[config.mk]
export PLATFORM = sky130hd
export DESIGN_NAME = cvls_div
export DESIGN_NICKNAME = d
export VERILOG_FILES = /design/src/rtl/cvls_pkg.sv /design/src/rtl/cvls_div.sv
export SDC_FILE = /design/constraint.sdc
export NUM_CORES = 1
export LEC_CHECK = 0
export BUFFER_PORTS_ARGS = -buffer_cell sky130_fd_sc_hd__buf_2
export CORE_ASPECT_RATIO = 1.5
export CORE_UTILIZATION = 30
export CTS_BUF_LIST = sky130_fd_sc_hd__clkbuf_8 sky130_fd_sc_hd__clkbuf_16
export DETAILED_ROUTE_END_ITERATION = 8
export GPL_TIMING_DRIVEN = 0
export PLACE_DENSITY = 0.58
export SLEW_MARGIN = 30
export SYNTH_ARGS = -nofsm -noshare
export SYNTH_HDL_FRONTEND = slang
export SYNTH_SLANG_ARGS = --single-unit
[constraint.sdc]
create_clock -name clk_i -period 12.9 [get_ports clk_i]
set_input_delay 2.58 -clock clk_i [delete_from_list [all_inputs] [get_ports clk_i]]
set_output_delay 2.58 -clock clk_i [all_outputs]
set_load 0.005 [all_outputs]
[src/rtl/cvls_pkg.sv]
`timescale 1ns / 1ps
// ----------------------------------------------------------------------------
// cvls_pkg: shared types and constants for the cell velocity solver
// Holds Q-format constants, saturation helpers and divider req/rsp structs.
// ----------------------------------------------------------------------------
package cvls_pkg;

  localparam int unsigned FracBits = 16;
  localparam int unsigned MaxDims  = 3;

  localparam logic signed [63:0] S64Max = 64'sh7FFF_FFFF_FFFF_FFFF;
  localparam logic signed [63:0] S64Min = 64'sh8000_0000_0000_0000;
  localparam logic signed [63:0] S32Max = 64'sh0000_0000_7FFF_FFFF;
  localparam logic signed [63:0] S32Min = 64'shFFFF_FFFF_8000_0000;

  typedef struct packed {
    logic              start;
    logic signed [63:0] num;
    logic signed [63:0] den;
  } div_req_t;

  typedef struct packed {
    logic              done;
    logic signed [63:0] quo;
  } div_rsp_t;

  function automatic logic signed [63:0] sat_add(input logic signed [63:0] a,
                                                 input logic signed [63:0] b);
    logic signed [63:0] s;
    s = a + b;
    if (!a[63] && !b[63] && s[63]) return S64Max;
    if (a[63] && b[63] && !s[63]) return S64Min;
    return s;
  endfunction

  function automatic logic signed [63:0] sat_sub(input logic signed [63:0] a,
                                                 input logic signed [63:0] b);
    logic signed [63:0] s;
    s = a - b;
    if (!a[63] && b[63] && s[63]) return S64Max;
    if (a[63] && !b[63] && !s[63]) return S64Min;
    return s;
  endfunction

  function automatic logic signed [31:0] sat32(input logic signed [63:0] v);
    if (v > S32Max) return 32'sh7FFF_FFFF;
    if (v < S32Min) return 32'sh8000_0000;
    return v[31:0];
  endfunction

endpackage

[src/rtl/cvls_div.sv]
`timescale 1ns / 1ps
// ----------------------------------------------------------------------------
// cvls_div: signed 64-bit restoring divider
// One quotient bit per cycle, truncating toward zero.
// ----------------------------------------------------------------------------
module cvls_div (
  input  logic               clk_i,
  input  logic               rst_ni,
  input  cvls_pkg::div_req_t req_i,
  output cvls_pkg::div_rsp_t rsp_o
);

  logic        busy_q, busy_d;
  logic [6:0]  cnt_q, cnt_d;
  logic [63:0] quo_q, quo_d;
  logic [64:0] rem_q, rem_d;
  logic [63:0] den_q, den_d;
  logic        neg_q, neg_d;
  logic        done_q, done_d;
  logic [64:0] trial;
  logic [64:0] shifted;

  always_comb begin
    busy_d  = busy_q;
    cnt_d   = cnt_q;
    quo_d   = quo_q;
    rem_d   = rem_q;
    den_d   = den_q;
    neg_d   = neg_q;
    done_d  = 1'b0;
    shifted = {rem_q[63:0], quo_q[63]};
    trial   = shifted - {1'b0, den_q};
    if (req_i.start) begin
      busy_d = 1'b1;
      cnt_d  = 7'd0;
      rem_d  = '0;
      quo_d  = req_i.num[63] ? 64'(-req_i.num) : req_i.num;
      den_d  = req_i.den[63] ? 64'(-req_i.den) : req_i.den;
      neg_d  = req_i.num[63] ^ req_i.den[63];
    end else if (busy_q) begin
      if (!trial[64]) begin
        rem_d = trial;
        quo_d = {quo_q[62:0], 1'b1};
      end else begin
        rem_d = shifted;
        quo_d = {quo_q[62:0], 1'b0};
      end
      cnt_d = cnt_q + 7'd1;
      if (cnt_q == 7'd63) begin
        busy_d = 1'b0;
        done_d = 1'b1;
        if (neg_q) quo_d = 64'(-quo_d);
      end
    end
  end

  always_ff @(posedge clk_i or negedge rst_ni) begin
    if (!rst_ni) begin
      busy_q <= 1'b0;
      done_q <= 1'b0;
      cnt_q  <= '0;
    end else begin
      busy_q <= busy_d;
      done_q <= done_d;
      cnt_q  <= cnt_d;
    end
  end

  always_ff @(posedge clk_i) begin
    quo_q <= quo_d;
    rem_q <= rem_d;
    den_q <= den_d;
    neg_q <= neg_d;
  end

  assign rsp_o.done = done_q;
  assign rsp_o.quo  = quo_q;

endmodule

# Word level (Yosys, flattened, before mapping)
# Index checks and enable logic that the tools add are counted.
# op_classes
add_sub_neg	5
eq_ne	1
bitwise	1
muxes	18
reduce_logical	1
# ops
op	n
$mux 64	8
$neg 64->64	3
$sub 65x64->65	1
$mux 63	1
$mux 7	2
$add 7x1->7 const B	1
$eq 7x6->1 const B	1
$mux 1	7
$reduce_bool 2->1	1
$xor 1x1->1	1
# totals
elab_cells	34
regBits	202
out_inout_bits	65

# Logic depth before layout (Yosys ltp)
# logic_depth
depth_word	9
mapped_depth	24
ltp_nobuf	22

# Least setup slack after synthesis
# Ideal clock, no wire load.
# synth_path
path_type	input-to-reg
from	input req_i[1] (netlist bit)
to	register den_q[61], data pin
slack_ns	7.392
arrival_time_ns	5.247
cell_stages	12
path_cell_list	or3_4 nor4_4 nand4_2 nand2b_4 or3_1 buf_2 or2_4 nand2b_4 or3_4 nand2b_4 o41ai_4 xnor2_1
# synth_via
elab_chain_len	2
# synth_rtl
element	line_no	source
start, declared	cvls_div.sv:9	input cvls_pkg::div_req_t req_i,
$neg 64->64	cvls_div.sv:38	den_d = req_i.den[63] ? 64'(-req_i.den) : req_i.den;
$mux 63	cvls_div.sv:38	
end signal, assigned	cvls_div.sv:72	den_q <= den_d;
end, declared	cvls_div.sv:17	logic [63:0] den_q, den_d;
# Every way passes these cells.
# A chain may end at the register's enable or synchronous reset.

# Final worst setup path
# layout_path
from	register rem_q[36]
to	register quo_q[58], data pin
# layout_via
elab_chain_len	9
# layout_rtl
element	line_no	source
start, declared	cvls_div.sv:16	logic [64:0] rem_q, rem_d;
start signal, assigned	cvls_div.sv:71	rem_q <= rem_d;
$sub 65x64->65	cvls_div.sv:32	trial = shifted - {1'b0, den_q};
$mux 1	cvls_div.sv:41	if (!trial[64]) begin
$mux 64	cvls_div.sv:40	end else if (busy_q) begin
$mux 64	cvls_div.sv:33	if (req_i.start) begin
$neg 64->64	cvls_div.sv:52	if (neg_q) quo_d = 64'(-quo_d);
$mux 64	cvls_div.sv:52	
$mux 64	cvls_div.sv:49	if (cnt_q == 7'd63) begin
$mux 64	cvls_div.sv:40	
$mux 64	cvls_div.sv:33	
via quo_d[58]	cvls_div.sv:15	logic [63:0] quo_q, quo_d;
end signal, assigned	cvls_div.sv:70	quo_q <= quo_d;
end, declared	cvls_div.sv:15	
# The timed path passes the listed nets, and every way through them passes these cells. The select of a mux whose other input is x is not followed.

==> summary.md <==
| Metric | Value |
|---|---|
| Status | `complete, no violations` |
| Kind of critical path | `flip-flop to flip-flop` |
| Seq pwr share | `44.0%` |
| Ys Warns | `0` |
| Number of port buffers | `192` |
| Worst EP required | `13.16 ns` |
| CTS Buffer Depth | `3` |
| Die height | `283 um` |
| Ys flop type | `edfxtp_1` |
| Layout Area Growth over Synthesis | `16.8%` |
| Clk root buf | `clkbuf_16` |
| Clk pwr share | `37.5%` |
| DIE WIDTH | `189 um` |
| Power per standard cell area | `98.1 nW/um2` |
| Initial antenna violation count | `1` |
| Leak pwr | `7.36 nW` |
| Mux cell area share after synthesis | `2.09%` |
| Ys async rst share | `4.46%` |
| Fin. max-slew vios | `0` |
| Synth Area in Simple Gates | `18.7%` |
| Largest net degree at the start of global routing | `51` |
| Layout Skew | `0.0232 ns` |
| Crit-path slowest cell | `o21ai_0` |
| Die area | `53,600 um2` |
| Nets | `2,280` |
| Core Area | `51,800 um2` |
| ANT nets after route | `0` |
| Synth top area cells | `edfxtp_1 (25%), xnor2_1 (9.8%), dfxtp_1 (8.1%), ha_1 (5.4%), a21oi_1 (4.9%)` |
| Initial Util | `30.5%` |
| CP peak stage delay | `0.66 ns` |
| Post-CTS resize count | `0` |
| Share of total power in combinational logic | `18.5%` |
| Worst Hold Class | `flip-flop to flip-flop` |
| DRT Pass-1 Iters | `5` |
| Commonest non-fill, non-tap cells in the layout | `buf_2 (203), nor2_1 (187), xnor2_1 (176), a21oi_1 (156), nand2_1 (149)` |
| DP HPWL | `43,800 um` |
| Fraction of layout cells with a size suffix above 1 | `13.8%` |
| Crit. End Element | `flip-flop` |
| Endpoints failing hold | `0` |
| Worst reg2reg path depth | `22` |
| Critical-path maximum fanout | `10` |
| Synth Area in Compound Gates | `21.5%` |
| Crit path cell chain | `ha_1 -> clkbuf_1 -> nand4_1 -> nor4_1 -> nand3_1 -> or4b_1 -> o211ai_1 -> nand2_1 -> a21o_1 -> nand3_1 -> buf_2 -> buf_2 -> ha_1 -> nand2b_1 -> or3_1 -> nor2_1 -> nand2_1 -> o21ai_0 -> o21ai_0 -> nor2_1 -> xor2_1 -> o21ai_0` |
| Switching pwr | `0.000531 W` |
| DRT Wirelength | `55,900 um` |
| Mapped Area | `15,800 um2` |
| GPL Wtd Cong | `0.931` |
| Yosys top cell area share | `24.5%` |
| Sinks on Clock Net | `202` |
| DRC viols | `0` |
| Setup TNS Final | `0 ns` |
| Final Setup Violations | `0` |
| Worst Hold Path Cells | `2` |
| WP buf/inv | `3` |
| Final worst path period share | `57.0%` |
| First-pass GRT wire length | `84,700 um` |
| DR WL/cell | `20.2 um` |
| TritonCTS clock tree | `done` |
| Mean Syn Cell Area | `8.49 um2` |
| Arrival @ worst endpoint | `7.61 ns` |
| Period minus WS final | `7.35 ns` |
| # Post-CTS Setup Buffers | `0` |
| Largest family of logic cells by synthesized area | `compound AO/OA/AOI/OAI gates` |
| Worst-Margin Slew | `1.04 ns` |
| N_diodes | `0` |
| Iter 0 DRT Violations | `1,081` |
| Reg clk slew, reported paths | `0.07 ns` |
| # IOs | `196` |
| Internal | `0.00128 W` |
| Syn Nets | `2,060` |
| # hold bufs at CTS | `0` |
| Normalized max-slew margin | `30.7%` |
| H-tree depth | `1` |
| Clk Latency, worst-skew pair | `0.54 ns` |
| Maximum vdd ir drop | `0.0775 mV` |
| RSZ-0062 raised after global routing | `false` |
| Most common cell after layout, fill and taps aside | `buf_2` |
| Cell variety after synth | `80` |
| Row Count | `102` |
| Syn Inst Count | `1,860` |
| Via count | `15,000` |
| Sw Ratio | `29.4%` |
| Levels on crit path | `22` |
| Max-cap viol count | `0` |
| EDFF count, synth | `129` |
| Vias in the first global route | `14,900` |
| CTS buffer count | `23` |
| Sequential cell area fraction in the yosys report | `34.1%` |
| Synth Area in Adders | `5.52%` |
| Tot GR Track Use | `20.3%` |
| Synth Register Bits | `202` |
| Synth area leader | `edfxtp_1` |
| Critical path's top delay family | `simple AND/OR/NAND/NOR gates` |
| CP Launch Type | `flip-flop` |
| Via density per instance | `5.40` |
| Fmax | `136 MHz` |
| Synth Area in XOR/XNOR | `13.5%` |
| Remaining global-route overflow | `0` |
| Most numerous cell on the critical path | `o21ai_0` |
| Hold_ws | `0.487 ns` |
==> cell families after synthesis <==
kind of cell | Yosys count
AO/OA/AOI/OAI | 539
XOR/XNOR | 244
adder cells (fa/ha/maj) | 69
buffers and inverters | 189
flip-flops | 202
multiplexers | 33
AND/OR/NAND/NOR | 584
==> sequential cells by signal, summed over array words and instances (netlist names) <==
name / cells
neg_q: 1
quo_q: 64
busy_q: 1
rem_q: 64
cnt_q: 7
den_q: 64
done_q: 1
==> synthesized netlist by cell type (30+ instances only) <==
library cell / n
nor2_1: 188
xnor2_1: 176
a21oi_1: 156
nand2_1: 149
o21ai_0: 140
edfxtp_1: 129
inv_1: 92
clkbuf_1: 78
ha_1: 68
xor2_1: 68
dfxtp_1: 64
a211oi_1: 55
nor3_1: 36
o31ai_1: 35
a21o_1: 34
mux2i_1: 33
or3_1: 32
nand4_1: 30
==> power by group through the flow <==
stage	combinational (W)	clock, W	sequential, W
finish	0.000334	0.000679	0.000796
global route	0.000368	0.000717	0.000803
CTS	0.000333	0.000700	0.000796
detailed placement	0.000331	0	0.000809
global placement	0.000327	0	0.000808
floorplan	0.000197	0	0.000796
==> layout make-up <==
class	instances	area, um2
fillers	5436	33400
plain buffers	97	389
clock inverters	15	139
well taps	676	846
repair buffers	195	1030
inverters	92	348
flip-flops and latches	202	5380
multi-input cells	1469	9690
clock buffers	26	628
==> metal layers <==
layer	vias to the layer above	GRT usage [%]	routed length, um
met1	7120	22.7	21500
met2	516	38.1	29100
li1	7195	-	-
met4	0	9.86	2630
met5	-	0	0
met3	131	1.68	2660
==> per-stage QoR <==
stage	cells	power [W]	util, %	cell area (um2)	setup WS (ns)
after floorplan	1860	0.000994	-	15800	7.39
after global placement	2728	0.00114	34.0	17600	5.23
after detailed placement	2731	0.00114	34.1	17700	5.57
after CTS	2772	0.00183	35.6	18400	5.55
after global routing	2772	0.00189	35.6	18400	5.23
final	2772	0.00181	35.6	18400	5.55
==> worst register-to-register path: cells and delay by family (launching register included) <==
family,cells,cell delay [ns]
simple gates,11,3.26
compound gates,5,1.64
buf+inv,3,1.14
fa+ha+maj,2,0.52
flops,1,0.35
xor+xnor,1,0.15
==> final timing paths <==
kind                        endpoint  slack (ns)  startpoint
setup / recovery           quo_q[58]        5.55   rem_q[36]
hold / removal             rem_q[23]        0.49   rem_q[23]
setup reg to reg           quo_q[58]        5.55   rem_q[36]
hold reg to reg            rem_q[23]        0.49   rem_q[23]
max in group asynchronous   cnt_q[0]       10.81      rst_ni
min in group asynchronous     done_q        1.89      rst_ni
Power figures use the tool's default switching activity.
